$ cat config.mk
export PLATFORM = sky130hd
export DESIGN_NAME = hearing_aid_output_chain_unit
export DESIGN_NICKNAME = d
export VERILOG_FILES = /design/src/rtl/core/haoc_pkg.sv /design/src/rtl/core/haoc_div.sv /design/src/rtl/core/hearing_aid_output_chain_unit.sv
export SDC_FILE = /design/constraint.sdc
export NUM_CORES = 2
export LEC_CHECK = 0
export ABC_CLOCK_PERIOD_IN_PS = 14910
export CAP_MARGIN = 20
export CORE_ASPECT_RATIO = 1.25
export CORE_MARGIN = 1
export CORE_UTILIZATION = 55
export DETAILED_ROUTE_END_ITERATION = 6
export DONT_BUFFER_PORTS = 1
export PLACE_DENSITY = 0.69
export SLEW_MARGIN = 15
export SYNTH_ARGS = -nofsm -noshare
export SYNTH_HDL_FRONTEND = slang
export SYNTH_SLANG_ARGS = --single-unit
$ cat constraint.sdc
create_clock -name clk -period 14.91 [get_ports clk]
set_input_delay 0.7455 -clock clk [delete_from_list [all_inputs] [get_ports clk]]
set_output_delay 0.7455 -clock clk [all_outputs]
set_load 0.005 [all_outputs]
$ cat src/rtl/core/haoc_pkg.sv
// Package for the hearing aid output chain: register indexes, fixed widths and constants.
// No dependencies; the divider and the output chain unit import it.
package haoc_pkg;

  localparam int CfgIdxW   = 4;
  localparam int CfgDataW  = 24;
  localparam int GainW     = 16;
  localparam int CoefW     = 24;
  localparam int EnW       = 4;
  localparam int HistW     = 20;
  localparam int EnvW      = 24;
  localparam int OutW      = 17;
  localparam int InW       = 16;
  localparam int GainFrac  = 12;

  typedef enum logic [CfgIdxW-1:0] {
    REG_MIC_GAIN = 4'd0,
    REG_AMB_GAIN = 4'd1,
    REG_FEATURES = 4'd2,
    REG_COEF_B0  = 4'd3,
    REG_COEF_B1  = 4'd4,
    REG_COEF_B2  = 4'd5,
    REG_COEF_A1  = 4'd6,
    REG_COEF_A2  = 4'd7
  } cfg_reg_t;

  localparam int EnHp   = 0;
  localparam int EnShlf = 1;
  localparam int EnLim  = 2;
  localparam int EnMute = 3;

  // handshake between sequencer and divider
  typedef struct packed {
    logic start;
  } div_req_t;

  typedef struct packed {
    logic busy;
    logic done;
  } div_stat_t;

endpackage

$ cat src/rtl/core/haoc_div.sv
// Restoring divider of the output chain, one quotient bit per cycle.
// Depends on haoc_pkg.
module haoc_div #(
  parameter int NumW = 64,
  parameter int DenW = 25
) (
  input  logic                   clk,
  input  logic                   rst_n,
  input  haoc_pkg::div_req_t     req,
  input  logic [NumW-1:0]        num,
  input  logic [DenW-1:0]        den,
  output haoc_pkg::div_stat_t    stat,
  output logic [NumW-1:0]        quo
);
  import haoc_pkg::*;

  localparam int CntW = $clog2(NumW + 1);

  logic [NumW-1:0] q_r, q_nxt;
  logic [DenW:0]   rem_r, rem_nxt;
  logic [DenW-1:0] den_r, den_nxt;
  logic [CntW-1:0] cnt_r, cnt_nxt;
  logic            busy_r, busy_nxt, done_r, done_nxt;
  logic [DenW:0]   trial;

  always_comb begin
    q_nxt    = q_r;
    rem_nxt  = rem_r;
    den_nxt  = den_r;
    cnt_nxt  = cnt_r;
    busy_nxt = busy_r;
    done_nxt = 1'b0;
    trial    = {rem_r[DenW-1:0], q_r[NumW-1]};
    if (req.start) begin
      q_nxt    = num;
      rem_nxt  = '0;
      den_nxt  = den;
      cnt_nxt  = CntW'(NumW);
      busy_nxt = 1'b1;
    end else if (busy_r) begin
      if (trial >= {1'b0, den_r}) begin
        rem_nxt = trial - {1'b0, den_r};
        q_nxt   = {q_r[NumW-2:0], 1'b1};
      end else begin
        rem_nxt = trial;
        q_nxt   = {q_r[NumW-2:0], 1'b0};
      end
      cnt_nxt = cnt_r - 1'b1;
      if (cnt_r == CntW'(1)) begin
        busy_nxt = 1'b0;
        done_nxt = 1'b1;
      end
    end
  end

  always_ff @(posedge clk) begin
    q_r   <= q_nxt;
    rem_r <= rem_nxt;
    den_r <= den_nxt;
    if (!rst_n) begin
      cnt_r  <= '0;
      busy_r <= 1'b0;
      done_r <= 1'b0;
    end else begin
      cnt_r  <= cnt_nxt;
      busy_r <= busy_nxt;
      done_r <= done_nxt;
    end
  end

  assign stat.busy = busy_r;
  assign stat.done = done_r;
  assign quo       = q_r;

endmodule

$ cat src/rtl/core/hearing_aid_output_chain_unit.sv
// Hearing aid output chain: high-pass, shelf biquad, gains, limiter or clamp, or mute.
// Muted items skip processing; the limiter above the lower knee runs the 64-step divider,
// and the sequencer drives the single 29x26 multiplier for every product.
// One item at a time: in_tready is high only when the sequencer is idle and the output is free,
// so the next item is not taken before the result has been accepted.
// Reset (rst_n low, synchronous) restores register defaults and clears all filter state.
// Depends on haoc_pkg and haoc_div.
module hearing_aid_output_chain_unit #(
  parameter int SAMPLE_FRAC_BITS = 15,
  parameter int COEF_FRAC_BITS   = 20
) (
  input  logic                          clk,
  input  logic                          rst_n,
  input  logic                          in_tvalid,
  output logic                          in_tready,
  input  logic [15:0]                   in_tdata,   // [15:0] mic_sample
  output logic                          out_tvalid,
  input  logic                          out_tready,
  output logic [23:0]                   out_tdata,  // [16:0] out_sample, rest zero
  input  logic                          cfg_valid,
  output logic                          cfg_ready,
  input  logic [haoc_pkg::CfgIdxW-1:0]  cfg_index,
  input  logic [haoc_pkg::CfgDataW-1:0] cfg_data
);
  import haoc_pkg::*;

  localparam int F = SAMPLE_FRAC_BITS;
  localparam int C = COEF_FRAC_BITS;
  // constants in coefficient units
  localparam longint HpPole  = ((longint'(95) << C) + 50) / 100;
  localparam longint EnvAtk  = ((longint'(5) << C) + 50) / 100;
  localparam longint EnvRel  = ((longint'(5) << C) + 5000) / 10000;
  // sample domain constants
  localparam longint ClampLim = ((longint'(11) << F) + 5) / 10;
  localparam longint LimTh    = (longint'(3) << F) / 4;
  localparam longint KneeLo   = ((longint'(27) << F) + 20) / 40;
  localparam longint KneeHi   = ((longint'(33) << F) + 20) / 40;
  localparam longint KneeDen  = longint'(3) << F;
  localparam longint OutLim   = longint'(2) << F;
  localparam int     AccW     = 64;
  // divide by three as a reciprocal multiply, exact for operands below 2^24
  localparam int     Div3Sh   = 25;
  localparam longint Div3Mul  = ((longint'(1) << Div3Sh) + 1) / 3;

  // multiplier operands
  localparam int MaW = 29;
  localparam int MbW = 26;

  typedef enum logic [4:0] {
    S_IDLE, S_HP, S_HP_FIN, S_SH0, S_SH1, S_SH2, S_SH3, S_SH4, S_SH_FIN,
    S_G0, S_G1, S_MIX, S_ENV, S_ENV_FIN, S_KNEE, S_KNEE_R, S_DIV, S_DIV_W,
    S_LIM_FIN, S_OUT
  } state_t;

  state_t state_r, state_nxt;

  // configuration
  logic [GainW-1:0]        mic_gain_r, amb_gain_r;
  logic [EnW-1:0]          en_r;
  logic signed [CoefW-1:0] b0_r, b1_r, b2_r, a1_r, a2_r;

  // filter state
  logic signed [InW-1:0]   hp_in_r;
  logic signed [HistW-1:0] hp_out_r, x1_r, x2_r, y1_r, y2_r;
  logic [EnvW-1:0]         env_r, env_nxt;

  // working registers
  logic signed [InW-1:0]   raw_r, raw_nxt;
  logic signed [HistW-1:0] s_r, s_nxt;
  logic signed [AccW-1:0]  acc_r, acc_nxt;
  logic signed [AccW-1:0]  prod_r;
  logic signed [MaW-1:0]   ma;
  logic signed [MbW-1:0]   mb;
  logic signed [AccW-1:0]  mix_r, mix_nxt;
  logic [EnvW-1:0]         mag_r, mag_nxt;
  logic [EnvW:0]           numk_r, numk_nxt;
  logic                    neg_r, neg_nxt;
  logic signed [OutW-1:0]  out_r, out_nxt;
  logic                    ovld_r, ovld_nxt;

  div_req_t        dreq;
  div_stat_t       dstat;
  logic [AccW-1:0] dnum, dquo;
  logic [EnvW:0]   dden;

  // shared multiplier, registered
  always_ff @(posedge clk) begin
    prod_r <= AccW'(ma * mb);
  end

  function automatic logic signed [AccW-1:0] rshr(input logic signed [AccW-1:0] v,
                                                  input int s);
    logic signed [AccW-1:0] t;
    t = v + (AccW'(1) <<< (s - 1));
    return t >>> s;
  endfunction

  function automatic logic signed [HistW-1:0] sat_h(input logic signed [AccW-1:0] v);
    if (v > AccW'((longint'(1) << (HistW - 1)) - 1))
      return {1'b0, {(HistW-1){1'b1}}};
    else if (v < -AccW'(longint'(1) << (HistW - 1)))
      return {1'b1, {(HistW-1){1'b0}}};
    else
      return v[HistW-1:0];
  endfunction

  function automatic logic signed [OutW-1:0] clip_o(input logic signed [AccW-1:0] v,
                                                    input longint lo, input longint hi);
    if (v > AccW'(hi)) return OutW'(hi);
    else if (v < AccW'(lo)) return OutW'(lo);
    else return v[OutW-1:0];
  endfunction

  logic signed [AccW-1:0] tmp, envd;

  always_comb begin
    state_nxt = state_r;
    raw_nxt   = raw_r;
    s_nxt     = s_r;
    acc_nxt   = acc_r;
    mix_nxt   = mix_r;
    mag_nxt   = mag_r;
    numk_nxt  = numk_r;
    neg_nxt   = neg_r;
    env_nxt   = env_r;
    out_nxt   = out_r;
    ovld_nxt  = ovld_r;
    ma        = '0;
    mb        = '0;
    dreq.start = 1'b0;
    dnum      = '0;
    dden      = '0;
    tmp       = '0;
    envd      = '0;
    if (ovld_r && out_tready) ovld_nxt = 1'b0;
    unique case (state_r)
      S_IDLE: begin
        if (in_tvalid && !ovld_r) begin
          raw_nxt = in_tdata;
          s_nxt   = HistW'($signed(in_tdata));
          acc_nxt = '0;
          if (en_r[EnMute]) begin
            out_nxt   = '0;
            state_nxt = S_OUT;
          end else if (en_r[EnHp]) begin
            state_nxt = S_HP;
          end else if (en_r[EnShlf]) begin
            state_nxt = S_SH0;
          end else begin
            state_nxt = S_G0;
          end
        end
      end
      S_HP: begin
        ma = MaW'(HpPole); mb = MbW'(hp_out_r);
        state_nxt = S_HP_FIN;
      end
      S_HP_FIN: begin
        tmp = AccW'(s_r) - AccW'(hp_in_r) + rshr(prod_r, C);
        s_nxt = sat_h(tmp);
        state_nxt = en_r[EnShlf] ? S_SH0 : S_G0;
      end
      S_SH0: begin
        ma = MaW'(b0_r); mb = MbW'(s_r); state_nxt = S_SH1;
      end
      S_SH1: begin
        acc_nxt = prod_r; ma = MaW'(b1_r); mb = MbW'(x1_r); state_nxt = S_SH2;
      end
      S_SH2: begin
        acc_nxt = acc_r + prod_r; ma = MaW'(b2_r); mb = MbW'(x2_r); state_nxt = S_SH3;
      end
      S_SH3: begin
        acc_nxt = acc_r + prod_r; ma = -MaW'(a1_r); mb = MbW'(y1_r); state_nxt = S_SH4;
      end
      S_SH4: begin
        acc_nxt = acc_r + prod_r; ma = -MaW'(a2_r); mb = MbW'(y2_r);
        state_nxt = S_SH_FIN;
      end
      S_SH_FIN: begin
        acc_nxt = acc_r + prod_r;
        state_nxt = S_G0;
      end
      S_G0: begin
        // apply the biquad result first if the shelf ran
        if (en_r[EnShlf]) s_nxt = sat_h(rshr(acc_r, C));
        acc_nxt = '0;
        state_nxt = S_G1;
      end
      S_G1: begin
        ma = MaW'(s_r); mb = MbW'({1'b0, mic_gain_r});
        state_nxt = S_MIX;
      end
      S_MIX: begin
        // first pass: mic product arrives, launch ambient product
        if (acc_r != AccW'(1)) begin
          mix_nxt = rshr(prod_r, GainFrac);
          ma = MaW'(raw_r); mb = MbW'({1'b0, amb_gain_r});
          acc_nxt = AccW'(1);
        end else begin
          mix_nxt = mix_r + rshr(prod_r, GainFrac);
          tmp = mix_r + rshr(prod_r, GainFrac);
          acc_nxt = '0;
          if (en_r[EnLim]) state_nxt = S_ENV;
          else begin
            out_nxt = clip_o(tmp, -ClampLim, ClampLim);
            state_nxt = S_OUT;
          end
        end
      end
      S_ENV: begin
        neg_nxt = mix_r[AccW-1];
        tmp = mix_r[AccW-1] ? -mix_r : mix_r;
        mag_nxt = (tmp > AccW'((longint'(1) << EnvW) - 1)) ? '1 : tmp[EnvW-1:0];
        state_nxt = S_ENV_FIN;
        acc_nxt = '0;
      end
      S_ENV_FIN: begin
        if (acc_r == '0) begin
          ma = MaW'($signed({1'b0, mag_r}) - $signed({1'b0, env_r}));
          mb = (mag_r > env_r) ? MbW'(EnvAtk) : MbW'(EnvRel);
          acc_nxt = AccW'(1);
        end else begin
          tmp = AccW'({1'b0, env_r}) + rshr(prod_r, C);
          if (tmp < 0) env_nxt = '0;
          else if (tmp > AccW'((longint'(1) << EnvW) - 1)) env_nxt = '1;
          else env_nxt = tmp[EnvW-1:0];
          acc_nxt = '0;
          state_nxt = S_KNEE;
        end
      end
      S_KNEE: begin
        tmp = mix_r[AccW-1] ? -mix_r : mix_r;
        if (AccW'(env_r) <= AccW'(KneeLo)) begin
          out_nxt = clip_o(mix_r, -OutLim, OutLim - 1);
          state_nxt = S_OUT;
        end else if (AccW'(env_r) >= AccW'(KneeHi)) begin
          numk_nxt = (EnvW+1)'(LimTh);
          state_nxt = S_DIV;
        end else begin
          ma = MaW'(AccW'(env_r) - AccW'(KneeLo));
          mb = MbW'(AccW'(env_r) - AccW'(KneeLo));
          state_nxt = S_KNEE_R;
          acc_nxt = '0;
        end
      end
      S_KNEE_R: begin
        // r = (10 d^2 + den/2) / den: drop the 2^F factor, then divide by three
        if (acc_r == '0) begin
          tmp = (prod_r * 10 + AccW'(KneeDen / 2)) >>> F;
          ma = MaW'(tmp);
          mb = MbW'(Div3Mul);
          acc_nxt = AccW'(1);
        end else begin
          envd = AccW'(env_r) - (prod_r >>> Div3Sh);
          numk_nxt = (envd < 0) ? '0 : envd[EnvW:0];
          acc_nxt = '0;
          state_nxt = S_DIV;
        end
      end
      S_DIV: begin
        ma = MaW'(mix_r[AccW-1] ? -mix_r : mix_r);
        mb = MbW'(numk_r);
        state_nxt = S_DIV_W;
        acc_nxt = '0;
      end
      S_DIV_W: begin
        if (acc_r == '0) begin
          dreq.start = 1'b1;
          dnum = AccW'(prod_r + AccW'(env_r >> 1));
          dden = {1'b0, env_r};
          acc_nxt = AccW'(1);
        end else if (dstat.done) begin
          acc_nxt = '0;
          state_nxt = S_LIM_FIN;
        end
      end
      S_LIM_FIN: begin
        tmp = neg_r ? -$signed(dquo) : $signed(dquo);
        out_nxt = clip_o(tmp, -OutLim, OutLim - 1);
        state_nxt = S_OUT;
      end
      S_OUT: begin
        if (!ovld_r || out_tready) begin
          ovld_nxt  = 1'b1;
          state_nxt = S_IDLE;
        end
      end
      default: state_nxt = S_IDLE;
    endcase
  end

  haoc_div #(.NumW(AccW), .DenW(EnvW + 1)) u_div (
    .clk  (clk),
    .rst_n(rst_n),
    .req  (dreq),
    .num  (dnum),
    .den  (dden),
    .stat (dstat),
    .quo  (dquo)
  );

  // state updates committed at the points where each stage finishes
  always_ff @(posedge clk) begin
    raw_r  <= raw_nxt;
    s_r    <= s_nxt;
    acc_r  <= acc_nxt;
    mix_r  <= mix_nxt;
    mag_r  <= mag_nxt;
    numk_r <= numk_nxt;
    neg_r  <= neg_nxt;
    out_r  <= out_nxt;
    if (!rst_n) begin
      state_r    <= S_IDLE;
      ovld_r     <= 1'b0;
      mic_gain_r <= 16'd4096;
      amb_gain_r <= '0;
      en_r       <= '0;
      b0_r       <= 24'sd2372833;
      b1_r       <= -24'sd3911503;
      b2_r       <= 24'sd1738975;
      a1_r       <= -24'sd1496916;
      a2_r       <= 24'sd648649;
      hp_in_r    <= '0;
      hp_out_r   <= '0;
      x1_r <= '0; x2_r <= '0; y1_r <= '0; y2_r <= '0;
      env_r      <= '0;
    end else begin
      state_r <= state_nxt;
      ovld_r  <= ovld_nxt;
      env_r   <= env_nxt;
      if (state_r == S_HP_FIN) begin
        hp_in_r  <= raw_r;
        hp_out_r <= s_nxt;
      end
      if (state_r == S_G0 && en_r[EnShlf]) begin
        x2_r <= x1_r; x1_r <= s_r;
        y2_r <= y1_r; y1_r <= s_nxt;
      end
      if (cfg_valid) begin
        unique case (cfg_index)
          REG_MIC_GAIN: mic_gain_r <= cfg_data[GainW-1:0];
          REG_AMB_GAIN: amb_gain_r <= cfg_data[GainW-1:0];
          REG_FEATURES: en_r       <= cfg_data[EnW-1:0];
          REG_COEF_B0:  b0_r       <= cfg_data;
          REG_COEF_B1:  b1_r       <= cfg_data;
          REG_COEF_B2:  b2_r       <= cfg_data;
          REG_COEF_A1:  a1_r       <= cfg_data;
          REG_COEF_A2:  a2_r       <= cfg_data;
          default: ;
        endcase
      end
    end
  end

  assign in_tready  = (state_r == S_IDLE) && !ovld_r;
  assign cfg_ready  = 1'b1;
  assign out_tvalid = ovld_r;
  assign out_tdata  = {{(24-OutW){1'b0}}, out_r};

endmodule

Word-level counts from Yosys, hierarchy flattened
Cells that the tools add are included.
{"block": "classes", "add_sub_neg": 19, "mul": 2, "magnitude_cmp": 18, "n_eq_ne": 42, "n_mux": 81, "bitwise_logic": 3, "n_reduce_logical": 33}
{"op": "two-way mux 64 bit", "n": 12}
{"op": "case mux 64 bit (8 select lines)", "n": 1}
{"op": "case mux 29 bit (12 select lines)", "n": 1}
{"op": "case mux 26 bit (12 select lines)", "n": 1}
{"op": "greater-than comparator 64 x 17 -> 1 bit, second input constant", "n": 3}
{"op": "< comparator 64 x 17 -> 1 bit, second input constant", "n": 3}
{"op": "two-way mux 17 bit", "n": 11}
{"op": "two-way mux 29 bit", "n": 5}
{"op": "negation 64 bit", "n": 2}
{"op": "two-way mux 25 bit", "n": 5}
{"op": "two-way mux 20 bit", "n": 6}
{"op": "case mux 5 bit (20 select lines)", "n": 1}
{"op": "two-way mux 24 bit", "n": 3}
{"op": "case mux 17 bit (4 select lines)", "n": 1}
{"op": "adder 64 x 21 -> 64 bit, second input constant", "n": 1}
{"op": "adder 64 x 44 -> 64 bit", "n": 1}
{"op": "adder 64 x 55 -> 64 bit", "n": 1}
{"op": "greater-than comparator 64 x 25 -> 1 bit, second input constant", "n": 1}
{"op": "zero test 64 bit", "n": 1}
{"op": "!= test 64 x 2 -> 1 bit, second input constant", "n": 1}
{"op": "case mux 20 bit (3 select lines)", "n": 1}
{"op": "negation 24 -> 29 bit", "n": 2}
{"op": "adder 55 x 13 -> 56 bit, second input constant", "n": 1}
{"op": "adder 55 x 21 -> 56 bit, second input constant", "n": 1}
{"op": "other kinds (59)", "n": 132}
{"block": "totals", "reg_bits": 711, "inputBits": 49, "output_inout_bits": 27}

Logic depth before layout (Yosys ltp)
{"block": "depth", "ltp_word": 8, "depth_mapped": 46, "ltp_nobuf": 45}

Cells and area by module
From an unflattened synthesis, not the netlist that was laid out.
{"block": "hier_totals", "cells_unflattened": 10314, "hier_area_um2": 85693.4}
{"mod": "hearing_aid_output_chain_unit", "instances": 1, "cells_per_inst": 9736, "area_each_um2": 79114.6, "seq_area_each_um2": 13883.3}
{"mod": "haoc_div", "instances": 1, "cells_per_inst": 578, "area_each_um2": 6578.8, "seq_area_each_um2": 3353.2}

Worst setup path after synthesis
No wires, ideal clock.
{"block": "synth_timing", "path_type": "flip-flop to flip-flop", "start": "reg prod_r[11]", "end": "reg prod_r[53]", "setup_ps": 72, "arrival_time_ps": 10561, "required_ps": 14838, "slack_ps": 4276, "path_stages_with_launch": 44, "synth_period_minus_slack_ps": 10634, "cell_sequence": "dfxtp_1 > ha_1 > ha_1 > a21o_1 > a311oi_2 > o22a_2 > o211ai_2 > a2111oi_2 > nor3b_1 > o41ai_2 > nand4b_1 > or3_1 > clkbuf_1 > xnor2_1 > nand2_1 > nand2_1 > buf_2 > nand2_1 > (+8 left out) > fa_1 > inv_1 > fa_1 > inv_1 > ha_1 > a21o_1 > a21o_1 > a21oi_1 > a2bb2oi_1 > o221ai_1 > nand3b_1 > o221ai_1 > o31ai_1 > a21bo_2 > a221o_1 > a31o_2 > a21oi_1 > xnor2_1"}
{"block": "synth_via", "elab_chain_len": 5}
{"element": "start: declaration", "line": "hearing_aid_output_chain_unit.sv:71", "rtl": "logic signed [AccW-1:0] prod_r;"}
{"element": "start signal: assignment", "line": "hearing_aid_output_chain_unit.sv:88", "rtl": "prod_r <= AccW'(ma * mb);"}
{"element": "multiplier 55 x 4 -> 43 bit", "line": "hearing_aid_output_chain_unit.sv:249", "rtl": "tmp = (prod_r * 10 + AccW'(KneeDen / 2)) >>> F;"}
{"element": "adder 44 x 17 -> 44 bit", "line": "hearing_aid_output_chain_unit.sv:249"}
{"element": "two-way mux 29 bit", "line": "hearing_aid_output_chain_unit.sv:248", "rtl": "if (acc_r == '0) begin"}
{"element": "case mux 29 bit (12 select lines)", "line": "hearing_aid_output_chain_unit.sv:136", "rtl": "unique case (state_r)"}
{"element": "multiplier 29 x 26 -> 55 bit", "line": "hearing_aid_output_chain_unit.sv:88"}
No other way between the ends.
A chain may end at the register's enable or synchronous reset.

Worst setup path after layout
{"block": "layout_timing", "start": "reg prod_r[18]", "end": "reg prod_r[53]"}
Same word-level chain as after synthesis.

==> run summary <==
Outcome - finished, violations left
Failing checks - DRC
Layout Nets - 11432
F_max - 75.46 MHz
Seq/Total Area, Yosys - 20.40%
Cell variety after synth - 121
Die W - 352.3 um
Endpoint class of the critical path - flop
Die Ht - 439.9 um
Number of synthesized register bits - 710
Tot GR Track Use - 44.95%
TNS Setup - 0 ns
CTS tree - yes
Tcrit/Tclk final - 88.88%
Async S/R FF share, synth - 0%
CP Class - reg -> reg
Port Buf Inserts - 0
Core Area - 0.1521 mm^2
Gate Count Post-Synth - 10262
Die Area - 0.1550 mm^2
Final min period - 13.25 ns
DP HPWL - 278.9 mm
Commonest cells after routing, fill and taps aside - 1460 x nand2_1, 1088 x inv_1, 826 x fa_1
Total routed wirelength - 354.0 mm
Post-CTS Setup Inserts - 0
Initial Utilization - 55.44%
Dpl cells - 11978
Clock slew at reported path FFs - 0.07 ns
Layout cells sized above 1 - 5.147%
Routed vias - 79560
Worst-skew pair later-pin latency - 0.78 ns
Top_reg_cell synth - dfxtp_1
Startpoint class of the critical path - flop
Antenna violations before repair - 23
Pwr/cell area - 143.1 mW/mm^2
EDFF count, synth - 299
Final hold violation count - 0
Router iterations before antenna repair - 7
CP max FO - 13
Cell Count, Final, Fillers Out - 12135
CTS Hold Bufs - 0
Max-cap violations - 0
Row Count - 160
Initial DRC Count - 9217
Clock buffer depth - 3
Worst path most repeated cell - fa_1
Slew headroom - 11.90%
CTS sink cnt - 710
CTS H-tree depth - 3
Maximum VDD drop - 0.1505 mV
Slew Viols, Final - 0
First-pass GRT wire length - 514.3 mm
Top-Level Pins - 76
Clock Tree Root - clkbuf_16
Worst hold path class - in -> reg
Grt ovf - 0
Synth Area per Inst - 8.220 um^2
Routability cong. - 1.075
WP data required - 15.56 ns
DR vias/cell - 6.556
Layout Skew - 0.08890 ns
Avg WL per Cell - 29.17 um
P_leak - 39.09 nW
Actual slew at the worst max-slew pin - 1.308 ns
Pin count of the biggest net entering global routing - 92
Largest stage delay on the critical path - 0.72 ns
Commonest non-fill, non-tap cell in the layout - nand2_1
Post-CTS Resized - 0
Area Overhead vs Synth - 6.259%
Unrepaired setup endpoints after global routing - no
Post-DRT Antenna Nets - 0
Cell Area, Synth - 0.08436 mm^2
Crit-path slowest cell - dfxtp_1
Vias in the first global route - 77959
CTS Buf Count - 78
Setup violators final - 0
DRC - 11
Worst path arrival time - 13.90 ns
Total number of yosys warnings - 0
-- kinds of logic after synthesis --
logic type,count (synthesis),share of synthesized area (%)
other cells,2,0.008903
simple gates,3547,19.82
buf+inv,1608,7.253
xor+xnor,592,6.146
mux,70,0.8514
flops,710,20.40
fa+ha+maj,1347,27.33
compound gates,2386,18.19
-- stage by stage --
stage	hold WS, ns	area [um^2]	setup WS (ns)	power (mW)	util, %
global route	0.03952	89620	1.037	13.42	58.91
CTS	0.02650	89570	1.853	12.55	58.87
finish	0.03913	89640	1.657	12.83	58.92
global placement	0.4394	86620	1.954	10.25	56.93
detailed placement	0.4460	86650	1.902	10.34	56.95
floorplan	0.4332	84380	4.276	7.661	-
-- sequential cells by signal (all words and copies together), names as in the netlist, 24 cells and up --
name and count:
acc_r 64, mix_r 64, u_div.quo 64, prod_r 55
numk_r 25, u_div.rem_r 25, a1_r 24, a2_r 24
b0_r 24, b1_r 24, b2_r 24, env_r 24
mag_r 24, u_div.den_r 24
-- final timing paths --
check,startpoint,end,slack (ns),cells past startpoint
hold / removal,rst_n,mic_gain_r[12],0.04,1
hold reg to reg,b2_r[9],b2_r[9],0.45,2
setup reg to reg,prod_r[18],prod_r[53],1.66,38
setup / recovery,prod_r[18],prod_r[53],1.66,38
-- report_power, final --
part           total, mW  internal, mW  switching, mW
Sequential          2.80          2.33          0.461
Combinational       7.82          2.58           5.24
Clock               2.21          1.24          0.968
-- cell usage after synthesis (all sizes together) (73+ instances only) --
master / instances / share of area, %
fa: 826 / 20
and2: 135 / 1.0
nor2b: 89 / 0.66
a21oi: 675 / 4.0
a31oi: 73 / 0.57
nor2: 674 / 3.0
a211oi: 81 / 0.74
o21a: 111 / 0.99
inv: 1093 / 4.9
nor4: 108 / 0.80
o21ai: 601 / 3.6
ha: 521 / 7.7
nor3: 163 / 0.98
nand3: 273 / 1.6
or3: 75 / 0.57
dfxtp: 411 / 9.8
nand2: 1465 / 6.5
clkbuf: 444 / 2.0
xor2: 224 / 2.3
nand2b: 113 / 0.84
nand4: 145 / 1.1
a21o: 191 / 1.7
and3: 86 / 0.64
xnor2: 368 / 3.8
edfxtp: 299 / 11
-- metal layers --
layer  global-route usage [%]  up-vias  share of wire (%)
li1                         -    34807                  -
met1                    51.19    38678                 35
met2                    71.66     4580                 45
met3                    10.14     1471                9.5
met4                    38.87       24                 10
met5                        0        -              0.044
-- area by class of cell --
type                       count  area (um^2)
clock buffer                 107         2362
tap                         2025         2534
timing repair buffer         195         1480
sequential                   710        17210
clock inverter                39        559.3
inverter                    1101         4138
fill                       13775        62510
multi-input combinational   7950        61340
antenna                        8        20.02
-- worst max-delay path: cells and delay by family (launching register included) --
kind	cells	cell delay (ns)
adders and majority gates	10	4.83
and+or+nand+nor	12	4.05
AOI/OAI and AO/OA	11	3.21
DFF	1	0.72
buffers and inverters	4	0.23
xor gates and xnor gates	1	0.15
Note: power is estimated with default switching activity, not from simulation.
